## src/rtl/legendre_coefficient_generator_top_defines.svh

```systemverilog
// ----------------------------------------------------------------------------
// Legendre coefficient generator assertion macros
// Concurrent check wrappers; they expand to nothing in synthesis builds.
// ----------------------------------------------------------------------------
`ifndef LEGENDRE_COEFFICIENT_GENERATOR_TOP_DEFINES_SVH
`define LEGENDRE_COEFFICIENT_GENERATOR_TOP_DEFINES_SVH

`ifndef SYNTHESIS
// Same-cycle implication, clocked on clk, quiet in reset
`define LCG_ASSERT_IMPLY(label, ante, cons, msg) \
    label: assert property (@(posedge clk) disable iff (!rst_n) (ante) |-> (cons)) \
        else $error(msg);
// Next-cycle implication, clocked on clk, quiet in reset
`define LCG_ASSERT_NEXT(label, ante, cons, msg) \
    label: assert property (@(posedge clk) disable iff (!rst_n) (ante) |=> (cons)) \
        else $error(msg);
`else
`define LCG_ASSERT_IMPLY(label, ante, cons, msg)
`define LCG_ASSERT_NEXT(label, ante, cons, msg)
`endif

`endif

```

## src/rtl/lcg_pkg.sv

```systemverilog
// ----------------------------------------------------------------------------
// Legendre coefficient generator package
// Widths, control words and the exact-division constant lookup.
// ----------------------------------------------------------------------------
package lcg_pkg;

    // Highest degree served; requests above it saturate
    localparam int MAX_DEGREE = 16;
    localparam int NUM_CELLS  = MAX_DEGREE + 1;

    // Field widths fixed by the interface
    localparam int DEG_W = 5;
    localparam int NUM_W = 33;

    // Exact numerators of degree d need about 2d+2 bits; never below the output
    localparam int ROW_W   = (2 * MAX_DEGREE + 2 > NUM_W + 1) ? 2 * MAX_DEGREE + 2 : NUM_W + 1;
    localparam int HALF_W  = ROW_W / 2;
    localparam int HI_W    = ROW_W - HALF_W;
    localparam int COEF_W  = DEG_W + 2;
    localparam int PROD_W  = ROW_W + COEF_W + 1;
    localparam int SHIFT_W = 3;

    // Per-round exact division by i: shift out 2^s, multiply by odd inverse
    typedef struct packed {
        logic [SHIFT_W-1:0] shift;
        logic [ROW_W-1:0]   inv;
    } div_entry_t;

    // Control word broadcast to every cell
    typedef struct packed {
        logic               init;
        logic               seed_one;
        logic               mul_en;
        logic               inv_en;
        logic               sum_en;
        logic               shift_out;
        logic [COEF_W-1:0]  a;
        logic [COEF_W-1:0]  b;
        logic [SHIFT_W-1:0] shift;
        logic [ROW_W-1:0]   inv;
    } cell_ctl_t;

    // Control of the output word register
    typedef struct packed {
        logic             load;
        logic [DEG_W-1:0] idx;
        logic             last;
    } out_ctl_t;

    // Constant lookup: each arm is folded at elaboration
    function automatic div_entry_t div_entry(input logic [DEG_W-1:0] idx);
        div_entry_t  e;
        logic [63:0] m;
        logic [63:0] x;
        int          s;
        e = '0;
        for (int j = 1; j <= MAX_DEGREE; j++) begin
            if (idx == DEG_W'(j)) begin
                s = 0;
                m = 64'(j);
                for (int t = 0; t < DEG_W; t++) begin
                    if (!m[0]) begin
                        m = m >> 1;
                        s = s + 1;
                    end
                end
                // Newton steps double the correct low bits of the inverse
                x = m;
                for (int t = 0; t < 5; t++) begin
                    x = x * (64'd2 - m * x);
                end
                e.shift = SHIFT_W'(s);
                e.inv   = x[ROW_W-1:0];
            end
        end
        return e;
    endfunction

endpackage

```

## src/rtl/lcg_cell.sv

```systemverilog
// ----------------------------------------------------------------------------
// Legendre coefficient cell
// Holds one power's entry of the two previous rows and runs the recurrence
// for it; shifts its entry toward the head during readout.
// ----------------------------------------------------------------------------
module lcg_cell
    import lcg_pkg::*;
(
    input  logic             clk,
    input  cell_ctl_t        ctl,
    input  logic [ROW_W-1:0] seed_prev,
    input  logic [ROW_W-1:0] seed_before,
    input  logic [ROW_W-1:0] up_value,
    input  logic [ROW_W-1:0] down_value,
    output logic [ROW_W-1:0] prev_value
);

    logic [ROW_W-1:0]         prev_reg;
    logic [ROW_W-1:0]         prev_next;
    logic [ROW_W-1:0]         before_reg;
    logic [ROW_W-1:0]         before_next;
    logic signed [PROD_W-1:0] diff_reg;
    logic signed [PROD_W-1:0] diff_next;
    logic [ROW_W-1:0]         p0_reg;
    logic [ROW_W-1:0]         p0_next;
    logic [HI_W-1:0]          p1_reg;
    logic [HI_W-1:0]          p1_next;

    logic signed [PROD_W-1:0]    up_ext;
    logic signed [PROD_W-1:0]    before_ext;
    logic signed [PROD_W-1:0]    term_a;
    logic signed [PROD_W-1:0]    term_b;
    logic signed [PROD_W-1:0]    scaled;
    logic [ROW_W-1:0]            dividend;
    logic [ROW_W+HALF_W-1:0]     full0;
    logic [ROW_W+HI_W-1:0]       full1;
    logic [ROW_W-1:0]            quotient;

    // Scale the lower neighbor's previous-row entry and the cell's own older entry by the round coefficients
    always_comb
    begin
        up_ext     = {{(PROD_W - ROW_W){up_value[ROW_W-1]}}, up_value};
        before_ext = {{(PROD_W - ROW_W){before_reg[ROW_W-1]}}, before_reg};
        term_a     = $signed({1'b0, ctl.a}) * up_ext;
        term_b     = $signed({1'b0, ctl.b}) * before_ext;
    end

    // Exact divide: drop the power-of-two part, multiply by the odd inverse
    always_comb
    begin
        scaled   = diff_reg >>> ctl.shift;
        dividend = scaled[ROW_W-1:0];
        full0    = dividend * ctl.inv[HALF_W-1:0];
        full1    = dividend * ctl.inv[ROW_W-1:HALF_W];
        quotient = p0_reg + {p1_reg, {HALF_W{1'b0}}};
    end

    // Next values of the cell registers
    always_comb
    begin
        diff_next   = ctl.mul_en ? (term_a - term_b) : diff_reg;
        p0_next     = ctl.inv_en ? full0[ROW_W-1:0] : p0_reg;
        p1_next     = ctl.inv_en ? full1[HI_W-1:0] : p1_reg;
        prev_next   = prev_reg;
        before_next = before_reg;
        if (ctl.init)
        begin
            prev_next   = seed_prev;
            before_next = seed_before;
        end
        else if (ctl.sum_en)
        begin
            prev_next   = quotient;
            before_next = prev_reg;
        end
        else if (ctl.shift_out)
        begin
            prev_next = down_value;
        end
    end

    always_ff @(posedge clk)
    begin
        prev_reg   <= prev_next;
        before_reg <= before_next;
        diff_reg   <= diff_next;
        p0_reg     <= p0_next;
        p1_reg     <= p1_next;
    end

    assign prev_value = prev_reg;

endmodule

```

## config.mk

```make
export PLATFORM = sky130hd
export DESIGN_NAME = lcg_cell
export DESIGN_NICKNAME = d
export VERILOG_FILES = /design/src/rtl/legendre_coefficient_generator_top_defines.svh /design/src/rtl/lcg_pkg.sv /design/src/rtl/lcg_cell.sv
export SDC_FILE = /design/constraint.sdc
export NUM_CORES = 2
export LEC_CHECK = 0
export ABC_CLOCK_PERIOD_IN_PS = 14490
export CAP_MARGIN = 10
export CORE_MARGIN = 3
export CORE_UTILIZATION = 60
export CTS_CLUSTER_SIZE = 12
export DETAILED_ROUTE_END_ITERATION = 8
export DONT_BUFFER_PORTS = 1
export PLACE_DENSITY_LB_ADDON = 0.1
export SETUP_SLACK_MARGIN = 0.05
export SYNTH_ARGS = -nofsm -noshare
export SYNTH_HDL_FRONTEND = slang
export SYNTH_SLANG_ARGS = --single-unit
```

## constraint.sdc

```tcl
create_clock -name clk -period 14.49 [get_ports clk]
set_input_delay 4.347 -clock clk [delete_from_list [all_inputs] [get_ports clk]]
set_output_delay 4.347 -clock clk [all_outputs]
set_load 0.02 [all_outputs]
```

# --- Word level (Yosys, flattened, before mapping) ---
# Index checks and enable logic that the tools add are counted.
totals:
  wordCells: 19
  ff_bits: 161
  out_inout_bits: 34
  in_bits: 194
op_classes:
  multipliers: 4
  n_mux: 5
  shift: 1
  n_reduce_logical: 2
  addsub: 2
op_table:
  columns: ["operator", "count"]
  rows:
  - ["$mux W34", 5]
  - ["$mul A8 B34 Y42", 2]
  - ["$sshr A42 B3 Y34", 1]
  - ["$sub A42 B42 Y42", 1]
  - ["$add A34 B34 Y34", 1]
  - ["$mul A34 B17 Y17", 1]
  - ["$mul A34 B17 Y34", 1]
  - ["$reduce_bool A3 Y1", 1]
  - ["$reduce_bool A2 Y1", 1]

# --- Logic depth before layout (Yosys ltp) ---
logic_depth:
  depth_word: 3
  mapped_depth: 32
  depth_no_buf: 28

# --- Worst setup path before layout ---
# Ideal clock, no wire load.
synth_timing:
  path_type: "input to register"
  start: "in ctl[34] (netlist name)"
  end: "reg p0_reg[33], data pin"
  n_path_buf: 5
  setup_ps: 260
  arrival_ps: 11131
  setup_slack_ps: 3099
  path_stages: 29
  required_ps: 14230
  cell_sequence: "buf_2 > buf_2 > clkbuf_1 > a211oi_1 > a21oi_1 > mux2_2 > clkbuf_1 > nand2_1 > fa_1 > inv_1 > fa_1 > fa_1 > fa_1 > fa_1 > inv_1 > fa_1 > inv_1 > ha_1 > clkbuf_1 > nand4_1 > or2_1 > a2111oi_0 > a31oi_1 > a21oi_1 > and2_1 > nand3_1 > a31oi_1 > o22ai_1 > xnor2_1"
synth_via:
  elab_chain_len: 2
synth_rtl:
  columns: ["item", "line", "source"]
  rows:
  - ["start, declared", "lcg_cell.sv:10", "input cell_ctl_t ctl,"]
  - ["$sshr A42 B3 Y34", "lcg_cell.sv:51", "scaled = diff_reg >>> ctl.shift;"]
  - ["$mul A34 B17 Y34", "lcg_cell.sv:53", "full0 = dividend * ctl.inv[HALF_W-1:0];"]
  - ["named net full0[33]", "lcg_cell.sv:35", "logic [ROW_W+HALF_W-1:0] full0;"]
  - ["end signal, assigned", "lcg_cell.sv:87", "p0_reg <= p0_next;"]
  - ["end, declared", "lcg_cell.sv:24", "logic [ROW_W-1:0] p0_reg;"]
# The timed path passes the listed nets, and every way through them passes these cells.
# A chain may end at the register's enable or synchronous reset.

# --- Final worst setup path ---
# Same ends and word-level chain as after synthesis.

==> flow_metrics.tcl <==
set metrics [dict create \
    io_buffers 0 \
    synth-seq-area-share 0.1160 \
    ys_seq_elements 160 \
    largest_reg_flops 41 \
    crit_chain "inv_1 > mux2i_1 > mux2_2 > nand2_1 > fa_1 > inv_1 > fa_1 > fa_1 > fa_1 > fa_1 > inv_1 > fa_1 > inv_1 > ha_1 > nand4_1 > or2_1 > a2111oi_0 > a31oi_1 > a21oi_1 > and2_1 > nand3_1 > a31oi_1 > o22ai_1 > xnor2_1" \
    ant_nets 0 \
    fin_crit_ns 11.68 \
    max_slew_margin 0.3814 \
    max_freq_mhz 85.63 \
    rsz0062_at_grt "false" \
    ys_types 71 \
    cts_buffer_depth 2 \
    overflow 0 \
    insertion_delay_ns 0.45 \
    synth-edff-count 160 \
    cts_hold_buf 0 \
    core_um2 67750 \
    nets 5619 \
    endpoint_kind "flip-flop" \
    syn_area_um2 41420 \
    cts_setup_buffers 0 \
    row_count 95 \
    drc 0 \
    yosys.area.top_type "fa_1" \
    synth_area_per_cell_um2 9.349 \
    io_pins 228 \
    start_util 0.6113 \
    wl_per_cell_um 19.73 \
    cp_slowest_cell "mux2_2" \
    routed_wl_mm 102.2 \
    die_y_um 268.7 \
    avgViaCountPerCell 5.508 \
    synthTopCellsByArea "fa_1, edfxtp_1, inv_1" \
    max_cap_violations 0 \
    area_growth_pct 2.619 \
    die_w_um 268.7 \
    grt_pass1_wl_mm 163.7 \
    worstPathArrival_ns 11.86 \
    layout_setup_ws_ns 2.812 \
    final-max-slew-violation-count 0 \
    fillers 5795 \
    synthArstFlopShare 0 \
    antenna_found_initial 3 \
    drive_gt1_frac 0.03439 \
    timing.critical_path.from_type "input pin" \
    syn_inst 4430 \
    clock-sinks 160 \
    h-tree-depth 4 \
    min_path_type "reg -> reg" \
    synth_top_area_frac 0.4181 \
    grt_pass1_vias 29540 \
    fin_cells 5178 \
    firstDrtPassIters 5 \
    numCtsBuffers 17 \
    routabilityCongestion 0.9063 \
    place_ws_ns 2.417 \
    syn_nets 5757 \
    yosysWarnings 0 \
    grt_use_total 0.2946 \
    critPathRequiredTime_ns 14.67 \
    fin_crit_sh 0.8059 \
    cts_tree "done" \
    clock-skew-final_ns 0.01396 \
    place_inst 5146 \
    final.setup.tns_ns 0 \
    cts_root_buf "clkbuf_16" \
    cp_slowest_stage_delay_ns 0.65 \
    num_vias 28520 \
    cts_resized 0 \
    dp.final_hpwl_mm 81.28 \
    hold_viol_final 0 \
    drt_iter0_drc 2005 \
    setup_viol 0 \
    crit_top_cell "fa_1" \
    clkTransAtPathRegs_ns 0.07 \
    worstSetupPathType "in -> reg" \
    status "finished clean" \
    grt_max_degree 105 \
    worst_slew_pin_slew_ns 0.9279 \
    die_area_um2 72220 \
    path_max_fanout 34 \
    synthFlopType "edfxtp_1" \
]
-- cell families (layout without fill, tap and decap cells) --
logic type / count (synthesis) / in the layout / share of synthesized area
XOR/XNOR: 152 / 152 / 0.03214
adder cells (fa/ha/maj): 1133 / 1133 / 0.4991
multiplexers: 147 / 147 / 0.04217
other: 0 / 1 / 0
buffers and inverters: 1233 / 1107 / 0.1129
flip-flops: 160 / 160 / 0.1160
AND/OR/NAND/NOR: 1332 / 1332 / 0.1557
AO/OA/AOI/OAI: 273 / 273 / 0.04199
-- cell usage after synthesis (all sizes together) (21+ instances only) --
library cell and instances:
mux2i 72, xor2 39, fa 865, mux2 64
buf 22, a21o 25, xnor2 113, nand2 680
a21oi 79, and2 497, o21ai 83, nor2 56
clkbuf 152, nor3 21, ha 268, inv 1059
edfxtp 160, nand3 28
-- cell type report --
type,instances,area (um^2),area share
multi-input cells,3037,31960,0.7521
flip-flops and latches,160,4805,0.1130
inverters,1059,3975,0.09353
well taps,873,1092,0.02570
clock buffers,19,432.9,0.01019
repair buffers,17,127.6,0.003003
clock inverters,12,101.3,0.002385
diodes,1,2.502,0.00005888
-- routing by layer --
layer	GRT usage	up-vias	part of all wire
met4	0.1029	0	0.039
li1	-	12870	-
met2	0.4864	951	0.48
met3	0.04471	160	0.067
met1	0.4016	14530	0.41
met5	0	-	0
-- through the flow --
step / hold slack, ns / area (um^2) / util
after floorplan: 0.5771 / 41420 / -
after global placement: 0.6050 / 41960 / 0.6194
after detailed placement: 0.6386 / 41960 / 0.6194
after CTS: 0.6619 / 42500 / 0.6273
after global routing: 0.6814 / 42500 / 0.6273
final: 0.6637 / 42500 / 0.6273
-- worst paths after layout --
path / to / slack [ns] / startpoint / depth (start not counted)
worst max-delay path: p0_reg[33] / 2.81 / ctl[34] / 24
worst min register to register: prev_value[1] / 0.66 / p0_reg[1] / 2
worst min-delay path: prev_value[1] / 0.66 / p0_reg[1] / 2
worst max register to register: p0_reg[33] / 6.57 / diff_reg[24] / 25
-- placed cells by master, fill, tap and decap left out, types with 39 or more instances in the layout --
cell,count
inv_1,1059
fa_1,865
nand2_1,680
and2_1,497
ha_1,268
edfxtp_1,160
xnor2_1,113
a21oi_1,77
o21ai_0,66
mux2i_1,64
mux2_2,61
nor2_1,56
xor2_1,39
-- critical path: cells and delay by family --
family	cells	cell delay, ns
mux	2	1.07
fa+ha+maj	7	3.41
buf+inv	4	0.77
simple gates	5	0.92
compound gates	5	1.14
xor+xnor	1	0.16
Power is left out: the tool's default activity adds up to more than one toggle a clock period on the data nets, which glitch-free logic cannot reach.
