### config.mk
export PLATFORM = sky130hd
export DESIGN_NAME = lcg_ctrl
export DESIGN_NICKNAME = d
export VERILOG_FILES = /design/src/rtl/lcg_pkg.sv /design/src/rtl/lcg_ctrl.sv
export VERILOG_INCLUDE_DIRS = /design/src /design/src/rtl
export SDC_FILE = /design/constraint.sdc
export NUM_CORES = 1
export LEC_CHECK = 0
export ABC_AREA = 0
export BUFFER_PORTS_ARGS = -buffer_cell sky130_fd_sc_hd__buf_4
export CORE_UTILIZATION = 54
export CTS_BUF_LIST = sky130_fd_sc_hd__clkbuf_2
export DETAILED_ROUTE_END_ITERATION = 8
export PLACE_DENSITY = 0.9
export SLEW_MARGIN = 15
export SYNTH_ARGS = -nofsm -noshare
export SYNTH_HDL_FRONTEND = slang
export SYNTH_SLANG_ARGS = --single-unit
export TNS_END_PERCENT = 1
### constraint.sdc
create_clock -name clk -period 3.48 [get_ports clk]
set_clock_uncertainty 0.2 [all_clocks]
set_input_delay 0.696 -clock clk [delete_from_list [all_inputs] [get_ports clk]]
set_output_delay 0.696 -clock clk [all_outputs]
set_load 0.02 [all_outputs]
### src/rtl/legendre_coefficient_generator_top_defines.svh
// ----------------------------------------------------------------------------
// Legendre coefficient generator assertion macros
// Concurrent check wrappers; they expand to nothing in synthesis builds.
// ----------------------------------------------------------------------------
`ifndef LEGENDRE_COEFFICIENT_GENERATOR_TOP_DEFINES_SVH
`define LEGENDRE_COEFFICIENT_GENERATOR_TOP_DEFINES_SVH

`ifndef SYNTHESIS
// Same-cycle implication, clocked on clk, quiet in reset
`define LCG_ASSERT_IMPLY(label, ante, cons, msg) \
    label: assert property (@(posedge clk) disable iff (!rst_n) (ante) |-> (cons)) \
        else $error(msg);
// Next-cycle implication, clocked on clk, quiet in reset
`define LCG_ASSERT_NEXT(label, ante, cons, msg) \
    label: assert property (@(posedge clk) disable iff (!rst_n) (ante) |=> (cons)) \
        else $error(msg);
`else
`define LCG_ASSERT_IMPLY(label, ante, cons, msg)
`define LCG_ASSERT_NEXT(label, ante, cons, msg)
`endif

`endif

### src/rtl/lcg_pkg.sv
// ----------------------------------------------------------------------------
// Legendre coefficient generator package
// Widths, control words and the exact-division constant lookup.
// ----------------------------------------------------------------------------
package lcg_pkg;

    // Highest degree served; requests above it saturate
    localparam int MAX_DEGREE = 16;
    localparam int NUM_CELLS  = MAX_DEGREE + 1;

    // Field widths fixed by the interface
    localparam int DEG_W = 5;
    localparam int NUM_W = 33;

    // Exact numerators of degree d need about 2d+2 bits; never below the output
    localparam int ROW_W   = (2 * MAX_DEGREE + 2 > NUM_W + 1) ? 2 * MAX_DEGREE + 2 : NUM_W + 1;
    localparam int HALF_W  = ROW_W / 2;
    localparam int HI_W    = ROW_W - HALF_W;
    localparam int COEF_W  = DEG_W + 2;
    localparam int PROD_W  = ROW_W + COEF_W + 1;
    localparam int SHIFT_W = 3;

    // Per-round exact division by i: shift out 2^s, multiply by odd inverse
    typedef struct packed {
        logic [SHIFT_W-1:0] shift;
        logic [ROW_W-1:0]   inv;
    } div_entry_t;

    // Control word broadcast to every cell
    typedef struct packed {
        logic               init;
        logic               seed_one;
        logic               mul_en;
        logic               inv_en;
        logic               sum_en;
        logic               shift_out;
        logic [COEF_W-1:0]  a;
        logic [COEF_W-1:0]  b;
        logic [SHIFT_W-1:0] shift;
        logic [ROW_W-1:0]   inv;
    } cell_ctl_t;

    // Control of the output word register
    typedef struct packed {
        logic             load;
        logic [DEG_W-1:0] idx;
        logic             last;
    } out_ctl_t;

    // Constant lookup: each arm is folded at elaboration
    function automatic div_entry_t div_entry(input logic [DEG_W-1:0] idx);
        div_entry_t  e;
        logic [63:0] m;
        logic [63:0] x;
        int          s;
        e = '0;
        for (int j = 1; j <= MAX_DEGREE; j++) begin
            if (idx == DEG_W'(j)) begin
                s = 0;
                m = 64'(j);
                for (int t = 0; t < DEG_W; t++) begin
                    if (!m[0]) begin
                        m = m >> 1;
                        s = s + 1;
                    end
                end
                // Newton steps double the correct low bits of the inverse
                x = m;
                for (int t = 0; t < 5; t++) begin
                    x = x * (64'd2 - m * x);
                end
                e.shift = SHIFT_W'(s);
                e.inv   = x[ROW_W-1:0];
            end
        end
        return e;
    endfunction

endpackage

### src/rtl/lcg_ctrl.sv
// ----------------------------------------------------------------------------
// Legendre coefficient sequencer
// Takes a degree, steps the cell row through the recurrence rounds and then
// through readout, one coefficient per output word.
// ----------------------------------------------------------------------------
`include "legendre_coefficient_generator_top_defines.svh"

module lcg_ctrl
    import lcg_pkg::*;
(
    input  logic             clk,
    input  logic             rst_n,
    input  logic             degree_valid,
    input  logic [DEG_W-1:0] degree,
    output logic             degree_ready,
    input  logic             out_free,
    output cell_ctl_t        cell_ctl,
    output out_ctl_t         out_ctl
);

    localparam logic [2:0] S_IDLE = 3'd0;
    localparam logic [2:0] S_MUL  = 3'd1;
    localparam logic [2:0] S_INV  = 3'd2;
    localparam logic [2:0] S_SUM  = 3'd3;
    localparam logic [2:0] S_OUT  = 3'd4;

    logic [2:0]        state_reg;
    logic [2:0]        state_next;
    logic [DEG_W-1:0]  deg_reg;
    logic [DEG_W-1:0]  deg_next;
    logic [DEG_W-1:0]  round_reg;
    logic [DEG_W-1:0]  round_next;
    logic [DEG_W-1:0]  idx_reg;
    logic [DEG_W-1:0]  idx_next;
    logic [COEF_W-1:0] a_reg;
    logic [COEF_W-1:0] a_next;
    logic [COEF_W-1:0] b_reg;
    logic [COEF_W-1:0] b_next;
    div_entry_t        div_reg;
    div_entry_t        div_next;

    logic              accept;
    logic              load;
    logic [DEG_W-1:0]  deg_sat;
    logic [DEG_W-1:0]  round_sel;
    logic [COEF_W-1:0] round_x4;

    assign degree_ready = (state_reg == S_IDLE);
    assign accept       = degree_valid && degree_ready;
    assign load         = (state_reg == S_OUT) && out_free;
    assign deg_sat      = (degree > DEG_W'(MAX_DEGREE)) ? DEG_W'(MAX_DEGREE) : degree;

    // Round whose coefficients are staged next: the first on a new word
    assign round_sel = (state_reg == S_IDLE) ? DEG_W'(2) : round_reg + DEG_W'(1);
    assign round_x4  = {round_sel, 2'b00};

    // Sequence rounds, then readout
    always_comb
    begin
        state_next = state_reg;
        deg_next   = deg_reg;
        round_next = round_reg;
        idx_next   = idx_reg;
        a_next     = a_reg;
        b_next     = b_reg;
        div_next   = div_reg;
        case (state_reg)
            S_IDLE:
            begin
                if (accept)
                begin
                    deg_next   = deg_sat;
                    round_next = DEG_W'(2);
                    idx_next   = '0;
                    a_next     = round_x4 - COEF_W'(2);
                    b_next     = round_x4 - COEF_W'(4);
                    div_next   = div_entry(round_sel);
                    state_next = (deg_sat < DEG_W'(2)) ? S_OUT : S_MUL;
                end
            end
            S_MUL:
            begin
                state_next = S_INV;
            end
            S_INV:
            begin
                state_next = S_SUM;
            end
            S_SUM:
            begin
                if (round_reg == deg_reg)
                begin
                    idx_next   = '0;
                    state_next = S_OUT;
                end
                else
                begin
                    round_next = round_sel;
                    a_next     = round_x4 - COEF_W'(2);
                    b_next     = round_x4 - COEF_W'(4);
                    div_next   = div_entry(round_sel);
                    state_next = S_MUL;
                end
            end
            S_OUT:
            begin
                if (load)
                begin
                    idx_next = idx_reg + DEG_W'(1);
                    if (idx_reg == deg_reg)
                    begin
                        state_next = S_IDLE;
                    end
                end
            end
            default:
            begin
                state_next = S_IDLE;
            end
        endcase
    end

    always_ff @(posedge clk or negedge rst_n)
    begin
        if (!rst_n)
        begin
            state_reg <= S_IDLE;
            deg_reg   <= '0;
            round_reg <= '0;
            idx_reg   <= '0;
        end
        else
        begin
            state_reg <= state_next;
            deg_reg   <= deg_next;
            round_reg <= round_next;
            idx_reg   <= idx_next;
        end
    end

    // Round coefficients carry no reset
    always_ff @(posedge clk)
    begin
        a_reg   <= a_next;
        b_reg   <= b_next;
        div_reg <= div_next;
    end

    // Drive the cell row
    always_comb
    begin
        cell_ctl.init      = accept;
        cell_ctl.seed_one  = (deg_sat == '0);
        cell_ctl.mul_en    = (state_reg == S_MUL);
        cell_ctl.inv_en    = (state_reg == S_INV);
        cell_ctl.sum_en    = (state_reg == S_SUM);
        cell_ctl.shift_out = load;
        cell_ctl.a         = a_reg;
        cell_ctl.b         = b_reg;
        cell_ctl.shift     = div_reg.shift;
        cell_ctl.inv       = div_reg.inv;
    end

    assign out_ctl.load = load;
    assign out_ctl.idx  = idx_reg;
    assign out_ctl.last = (idx_reg == deg_reg);

    `LCG_ASSERT_IMPLY(a_round_range, (state_reg == S_MUL || state_reg == S_INV || state_reg == S_SUM), (round_reg >= DEG_W'(2) && round_reg <= deg_reg), "recurrence round outside 2..degree")
    `LCG_ASSERT_NEXT(a_last_round_reads_out, (state_reg == S_SUM && round_reg == deg_reg), (state_reg == S_OUT && idx_reg == '0), "final round did not start readout at power zero")
    `LCG_ASSERT_IMPLY(a_out_index_range, (state_reg == S_OUT), (idx_reg <= deg_reg && deg_reg <= DEG_W'(MAX_DEGREE)), "readout index beyond degree")

endmodule

### After elaboration in Yosys (flattened, before gate mapping)

Index checks and enable logic that the tools add are counted.

* register bits after elaboration: 69
* bits of input ports: 9
* word-level logic and storage cells: 954

* add/subtract/negate cells: 148
* multipliers: 160
* $lt $le $gt $ge: 2
* eq/ne operators: 27
* muxes and demuxes: 599
* reductions and logical operators: 10

Operators by type and width (count)
* two-way mux 64 bit: 296
* multiplier 64 x 64 -> 64 bit: 144
* subtractor 2 x 64 -> 64 bit, first input constant: 80
* two-way mux 37 bit: 32
* multiplier 64 x 64 -> 34 bit: 16
* two-way mux 3 bit: 253
* adder 3 x 2 -> 3 bit, second input constant: 64
* one-hot mux 37 bit (2 select lines): 1
* equality test 5 x 4 -> 1 bit, second input constant: 8
* two-way mux 5 bit: 7
* two-way mux 7 bit: 4
* one-hot mux 7 bit (2 select lines): 2
* equality test 5 x 3 -> 1 bit, second input constant: 4
* one-hot mux 3 bit (5 select lines): 1
* one-hot mux 5 bit (3 select lines): 1
* adder 5 x 1 -> 5 bit, second input constant: 2
* equality test 5 x 2 -> 1 bit, second input constant: 2
* equality test 5 bit: 2
* one-hot mux 5 bit (2 select lines): 1
* subtractor 7 x 2 -> 7 bit, second input constant: 1
* subtractor 7 x 3 -> 7 bit, second input constant: 1
* equality test 3 x 2 -> 1 bit, second input constant: 2
* inequality test 2 bit, second input constant: 3
* AND reduction 3 bit: 2
* 15 further kinds: 17

### Longest topological paths before layout

Gate-level depths: netlist of the first run.

* depth in word-level cells: 54
* mapped depth: 7
* depth with buffers taken out: 6

### Worst setup path after synthesis of the first run

No wires, ideal clock.

* path type: flip-flop to flip-flop
* start: register state_reg[2]
* end: register a_reg[2] (enable)
* library setup time: 0.423 ns
* data arrival time: 2.513 ns
* required time: 2.857 ns
* slack: 0.344 ns
* stages on the path, launching flop included: 6
* cells stage by stage: dfrtp_1 > buf_6 > and3b_1 > clkbuf_1 > nor2_1 > a21oi_1

RTL lines
* from (decl): RTL line lcg_ctrl.sv:27 `logic [2:0] state_reg;`
* from (signal assigned): RTL line lcg_ctrl.sv:134 `state_reg <= state_next;`
* to (signal assigned): RTL line lcg_ctrl.sv:144 `a_reg <= a_next;`
* to (decl): RTL line lcg_ctrl.sv:35 `logic [COEF_W-1:0] a_reg;`

### Worst setup path after layout of the first run

* start: register state_reg[1]
* end: output port degree_ready

* cells in the longest elaborated chain, start to end: 1

RTL lines
* zero test 3 bit
* to (decl): RTL line lcg_ctrl.sv:15 `output logic degree_ready,`

Every way passes these cells.

==> impl_metrics.yaml, run 1 <==
run_status:
  status: "finished, final reports clean"
timing:
  hold_viol: 0
  fin_ws_ps: 748.0
  period_minus_slack_ps: 2732
  clock.fmax_mhz: 366.0
  slew_viol_final: 0
  slew_headroom_pct: 43.01
  period_share_pct: 78.50
  setup_viol: 0
  worst_pin_slew_ps: 854.8
  fin_tns_setup_ps: 0
  rsz0062_at_grt: "no"
critical_path:
  crit_family: "simple AND/OR/NAND/NOR gates"
  critPathKind: "reg -> out"
  slowest_stage: "or3_1"
  cp_num_buf_inv: 2
  cp-start-kind: "flop"
  cp_max_fo: 14
  crit_arrival_ps: 1840
  end_kind: "output pin"
  crit_chain: "or3_1, clkinv_2, buf_4"
  slowest_delay_ps: 630
  crit_required_ps: 2580
logic_synthesis:
  ys_warn_count: 0
  synth_edf_count: 27
  yosys_register_bits: 45
  syn-instance-count: 301
  async_reset_ff_share_pct: 40.00
  synth-seq-area-share_pct: 43.60
  synth_cell_types: 67
  synth_area_sq_um: 2893
  syn_area_per_cell_sq_um: 9.611
  ys.flop_type: "edfxtp_1"
final_layout:
  utilization_pct: 64.31
  antenna_cells: 0
  layout_commonest_cell: "buf_4"
  fin_cells: 412
  largest_reg_flops: 22
  area_delta_synth_final_pct: 14.27
  drive_gt1_share_pct: 29.53
  most-common-layout-cells: "buf_4 (72), nand2_1 (36), edfxtp_1 (27)"
  layout.nets: 352
route:
  first_iter_violations: 259
  post_drt_via_cell_ratio: 5.667
  ant_nets: 0
  vias: 2335
  routedWlPerCell_microns: 14.45
  drc: 0
  firstDrtPassIters: 4
  wirelength_microns: 5952
grt:
  grt-ovfl-total: 0
  grt_pass1_vias: 2101
  grt_max_degree: 30
  grt_usage_pct: 22.87
  antenna_found_initial: 0
  grt_pass1_wl_microns: 9687
placed_design:
  place.detailed.hpwl_microns: 4284
  numPlacedInstances: 403
  place_ws_ps: 879.4
  port_buffers: 67
  gp_congestion: 0.9062
floorplan:
  die_x_microns: 75.19
  start_util_pct: 56.28
  die_h_microns: 75.19
  core_sq_um: 5140
  dieArea_sq_um: 5654
  io_pins: 74
  num_rows: 26
cts:
  post_cts_resized: 0
  clockRootBuffer: "clkbuf_2"
  cts_tree: "yes"
  h-tree-depth: 2
  cts_sinks: 45
  cts_buffer_depth: 2
  clk_pin_slew_ps: 200
  clock_latency_ps: 400
  numCtsBuffers: 5
worst_hold_path:
  hold_class: "in -> reg"
job:
  maxCapViolations: 0
-- metal layers --
layer / vias up / track usage (%) / routed length, microns
met5: - / 0 / 0
met4: 0 / 8.848 / 144
met3: 15 / 4.552 / 368
met2: 109 / 40.24 / 3020
met1: 1096 / 27.69 / 2419
li1: 1115 / - / -
-- through the flow --
| stage | cell area (sq um) | hold slack [ps] |
|---|---|---|
| finish | 3306 | 307.7 |
| global route | 3306 | 283.6 |
| CTS | 3306 | 286.0 |
| detailed placement | 3232 | 329.1 |
| global placement | 3232 | 329.4 |
| floorplan | 2908 | 200.4 |
-- path summary, 6_finish.rpt --
| path | startpoint | end | slack, ps | cells after the start |
|---|---|---|---|---|
| setup / recovery | state_reg[1] | degree_ready | 750 | 3 |
| hold / removal | degree[4] | deg_reg[4] | 310 | 3 |
| setup reg to reg | round_reg[1] | cell_ctl[8] | 780 | 5 |
| hold reg to reg | deg_reg[0] | deg_reg[0] | 370 | 2 |
| max in group asynchronous | rst_n | deg_reg[0] | 2420 | 2 |
| min in group asynchronous | rst_n | deg_reg[2] | 470 | 2 |
-- timing repair --
action / CTS / global route
endpoints found under the hold margin: 18 / 0
buffers inserted: 0 / 0
hold buffers: 1 / 0
-- worst reg2reg max path, cell delays in order, from the launching register on --
cell     delay (ps)
dfrtp_1         670
ha_1            430
nand3_2         130
xor2_2          380
nand2_2         280
o41ai_1         430
-- cell usage after synthesis (2+ instances only) --
cell type | n | share of area, %
dfrtp_1 | 18 | 16
nand2_1 | 36 | 4.7
a21boi_0 | 2 | 0.52
nor2b_1 | 2 | 0.43
mux2i_1 | 4 | 1.4
nor2_1 | 20 | 2.6
xor2_2 | 2 | 1.1
nand4_1 | 3 | 0.65
o22ai_1 | 2 | 0.43
ha_1 | 2 | 0.86
buf_4 | 30 | 7.8
nand3_1 | 8 | 1.4
clkbuf_1 | 5 | 0.65
a211oi_1 | 2 | 0.52
o31ai_1 | 2 | 0.52
conb_1 | 2 | 0.26
inv_1 | 5 | 0.65
a31oi_1 | 3 | 0.65
xnor2_1 | 14 | 4.2
and2_1 | 2 | 0.43
o211ai_1 | 6 | 1.6
and3_1 | 3 | 0.65
nand3b_1 | 5 | 1.3
buf_2 | 6 | 1.0
nor3_1 | 10 | 1.7
a21oi_1 | 16 | 2.8
or2_2 | 4 | 0.86
xor2_1 | 5 | 1.5
buf_6 | 3 | 1.2
and3b_1 | 2 | 0.61
nor3b_1 | 3 | 0.78
edfxtp_1 | 27 | 28
o21ai_0 | 13 | 2.2
-- kinds of logic (layout without fill, tap and decap cells) --
kind of cell | Yosys count | in the layout | synth area share [%]
other cells | 2 | 6 | 0.2596
fa+ha+maj | 2 | 2 | 0.8649
simple gates | 110 | 110 | 19.90
compound gates | 63 | 63 | 14.45
flops | 45 | 45 | 43.60
xor+xnor | 22 | 22 | 7.440
mux | 5 | 5 | 1.773
buf+inv | 52 | 89 | 11.72
-- cell type report --
type	count	area, sq um
fillers	442	1834
repair buffers	73	550.5
multi-input cells	208	1311
inverters	8	31.28
well taps	70	87.58
clock buffers	6	30.03
clock inverters	2	33.78
flip-flops and latches	45	1261
Power of run 1 is not shown: default switching activity piles up to over one toggle a cycle in this logic, so the estimate is an artifact.
==> inputs of run 2 (changes only) <==
- CORE_UTILIZATION: 54 -> 50
- PLACE_DENSITY: 0.9 -> 0.88
- clock period: 3.48 -> 2.5 ns (I/O delays scaled with it)
==> impl_metrics.yaml, run 2 (synthesis gave the netlist of run 1 again) <==
run_status:
  status: "finished, final reports clean"
floorplan:
  dieArea_sq_um: 6093
  core_sq_um: 5540
  die_h_microns: 78.06
  io_pins: 74
  num_rows: 27
  die_x_microns: 78.06
  start_util_pct: 52.21
timing:
  period_share_pct: 94.79
  hold_viol: 0
  slew_viol_final: 0
  setup_viol: 0
  fin_tns_setup_ps: 0
  period_minus_slack_ps: 2370
  clock.fmax_mhz: 422.0
  rsz0062_at_grt: "yes"
  worst_pin_slew_ps: 673.7
  slew_headroom_pct: 55.09
route:
  ant_nets: 0
  vias: 2306
  wirelength_microns: 5718
  first_iter_violations: 154
  firstDrtPassIters: 4
  post_drt_via_cell_ratio: 5.530
  drc: 0
  routedWlPerCell_microns: 13.71
grt:
  grt-ovfl-total: 0
  antenna_found_initial: 0
  grt_pass1_vias: 1964
  grt_max_degree: 30
  grt_pass1_wl_microns: 9308
  grt_usage_pct: 19.43
cts:
  clk_pin_slew_ps: 220
  cts_tree: "yes"
  clock_latency_ps: 410
  cts_buffer_depth: 2
  h-tree-depth: 2
  clockRootBuffer: "clkbuf_2"
  cts_sinks: 45
  numCtsBuffers: 5
final_layout:
  largest_reg_flops: 22
  fillers: 476
  drive_gt1_share_pct: 31.01
  most-common-layout-cells: "buf_4 (74), nand2_1 (36), edfxtp_1 (27)"
  fin_cells: 417
  area_delta_synth_final_pct: 15.79
  layout.nets: 355
  layout_commonest_cell: "buf_4"
  antenna_cells: 0
  utilization_pct: 60.46
placed_design:
  gp_congestion: 0.8666
  place.detailed.hpwl_microns: 4236
  port_buffers: 67
  numPlacedInstances: 408
worst_hold_path:
  hold_class: "in -> reg"
  hp-start: "degree[4]"
critical_path:
  r2r_start: "round_reg[2]"
  cp_max_fo: 10
  critPathLaunch: "state_reg[0]"
  end_kind: "output pin"
  crit_arrival_ps: 1670
  cp-start-kind: "flop"
  critPathKind: "reg -> out"
  crit_required_ps: 1800
job:
  maxCapViolations: 0
run 2: worst paths after layout:
path	to	slack, ps	cells after the start
setup reg to reg	a_reg[5]	270	6
max in group asynchronous	idx_reg[2]	1630	2
hold / removal	deg_reg[4]	110	3
setup / recovery	cell_ctl[56]	130	4
hold reg to reg	deg_reg[0]	370	2
min in group asynchronous	deg_reg[1]	260	2
run 2: worst max-delay path: stages (launching register included):
cell	delay (ps)
dfrtp_1	500
nor2_1	200
nand3b_2	220
inv_4	170
buf_4	160
run 2: per-stage QoR:
stage          setup slack (ps)  hold WS [ps]  cell area, sq um
2_1_floorplan             252.2         4.409              2919
3_3_place_gp              219.4         181.3              3277
3_5_place_dp              129.7         183.9              3277
4_1_cts                   72.03         77.99              3334
5_1_grt                  -5.165         83.79              3349
6_report                  130.3         106.2              3349
run 2: what timing repair did:
action,in CTS,in global routing
buffers inserted,0,0
resized for setup,1,3
hold endpoints to repair,18,0
setup endpoints to repair,1,8
hold buffers,1,0
run 2: layout make-up:
| class | count | area [sq um] | area share (%) |
|---|---|---|---|
| inverters | 8 | 33.78 | 1.009 |
| repair buffers | 76 | 585.6 | 17.48 |
| flip-flops and latches | 45 | 1262 | 37.69 |
| well taps | 72 | 90.09 | 2.690 |
| clock inverters | 3 | 17.52 | 0.5230 |
| multi-input cells | 208 | 1335 | 39.86 |
| clock buffers | 5 | 25.02 | 0.7471 |
run 2: layer usage:
layer	vias to the layer above	global-route usage [%]	routed length, microns
met3	8	2.442	330
met2	98	33.77	2970
met5	-	0	0
met1	1070	24.72	2344
li1	1130	-	-
met4	0	7.222	72
Power of run 2 is left out for the same reason.
==> inputs of run 3 (changes only) <==
- CORE_MARGIN: not set -> 3
- clock period: 2.5 -> 2.15 ns (I/O delays scaled with it)
==> impl_metrics.yaml, run 3 (synthesis gave the netlist of run 1 again) <==
run_status:
  status: "finished, violations left"
  violations: "negative setup slack"
job:
  maxCapViolations: 0
grt:
  antenna_found_initial: 0
  grt_max_degree: 30
  grt_pass1_vias: 2326
  grt_usage_pct: 20.66
  grt-ovfl-total: 0
  grt_pass1_wl_microns: 10760
critical_path:
  cp-start-kind: "flop"
  slowest_delay_ps: 550
  crit_arrival_ps: 1580
  end_kind: "output pin"
  crit_required_ps: 1520
  critPathKind: "reg -> out"
  slowest_stage: "dfrtp_2"
  cp_max_fo: 9
  crit_chain: "or3_4, clkinv_4, buf_6"
route:
  ant_nets: 0
  vias: 2454
  wirelength_microns: 6667
  wl_met1_microns: 2536
  highest_layer: "met4"
  wl_met2_microns: 3454
  met3_length_microns: 455
  drc: 0
  post_drt_via_cell_ratio: 5.654
  firstDrtPassIters: 4
  first_iter_violations: 211
  routedWlPerCell_microns: 15.36
timing:
  slew_viol_final: 0
  fin_tns_setup_ps: -118.7
  fin_ws_ps: -57.52
  period_minus_slack_ps: 2208
  period_share_pct: 102.7
  timing.hold.ws_ps: 30.20
  hold_viol: 0
  clock.fmax_mhz: 453.0
  setup_viol: 3
  rsz0062_at_grt: "yes"
floorplan:
  dieArea_sq_um: 6734
  die_x_microns: 82.06
  io_pins: 74
  die_h_microns: 82.06
  num_rows: 27
  core_sq_um: 5540
  start_util_pct: 52.21
final_layout:
  drive_gt1_share_pct: 38.12
  largest_reg_flops: 22
  most-common-layout-cells: "buf_4 (85), nand2_1 (36), edfxtp_1 (27)"
  layout.nets: 372
  utilization_pct: 64.54
  layout_commonest_cell: "buf_4"
  antenna_cells: 0
  fillers: 468
  area_delta_synth_final_pct: 23.62
cts:
  h-tree-depth: 2
  clock_latency_ps: 410
  clk_pin_slew_ps: 230
  clockRootBuffer: "clkbuf_2"
  cts_tree: "yes"
  cts_buffer_depth: 2
  numCtsBuffers: 5
  cts_sinks: 45
placed_design:
  port_buffers: 67
  place.detailed.hpwl_microns: 4795
  gp_congestion: 0.8765
  place_ws_ps: -45.82
worst_hold_path:
  hold_class: "in -> reg"
[run 3: timing repair]
item	4_1_cts	5_1_grt
gates resized for setup	13	13
hold endpoints to repair	18	1
endpoints found under the setup margin	11	23
gates cloned	0	0
pin swaps	4	3
hold buffers	1	1
buffers inserted	6	1
[run 3: worst max-delay path: cells and delay by family, from the launching register on]
kind | cells | cell delay (ps)
buf+inv | 2 | 200
simple gates | 1 | 420
flops | 1 | 550
[run 3: metal layers]
layer | track usage [%] | vias to the layer above
met1 | 23.81 | 1150
met5 | 0 | -
met4 | 8.970 | 0
met2 | 37.16 | 115
met3 | 3.728 | 22
li1 | - | 1167
[run 3: area by class of cell]
class	count	area, sq um	area share [%]
multi-input combinational	208	1371	38.35
sequential	45	1270	35.51
timing repair buffer	93	743.2	20.78
tap	72	90.09	2.519
inverter	8	37.54	1.050
clock inverter	2	33.78	0.9447
clock buffer	6	30.03	0.8397
[run 3: per-stage QoR]
stage / area (sq um) / std cells
finish: 3576 / 434
floorplan: 2920 / 305
global route: 3576 / 434
detailed placement: 3357 / 417
CTS: 3521 / 432
global placement: 3357 / 417
[run 3: worst paths after layout]
path,startpoint,to,slack (ps),cells past startpoint
worst max-delay path,state_reg[2],degree_ready,-60,3
worst min-delay path,degree[1],deg_reg[1],30,3
worst max register to register,round_reg[1],cell_ctl[27],30,6
worst min register to register,deg_reg[1],deg_reg[1],370,2
max in group asynchronous,rst_n,round_reg[3],1370,2
min in group asynchronous,rst_n,idx_reg[4],160,2
Power of run 3 is left out for the same reason.
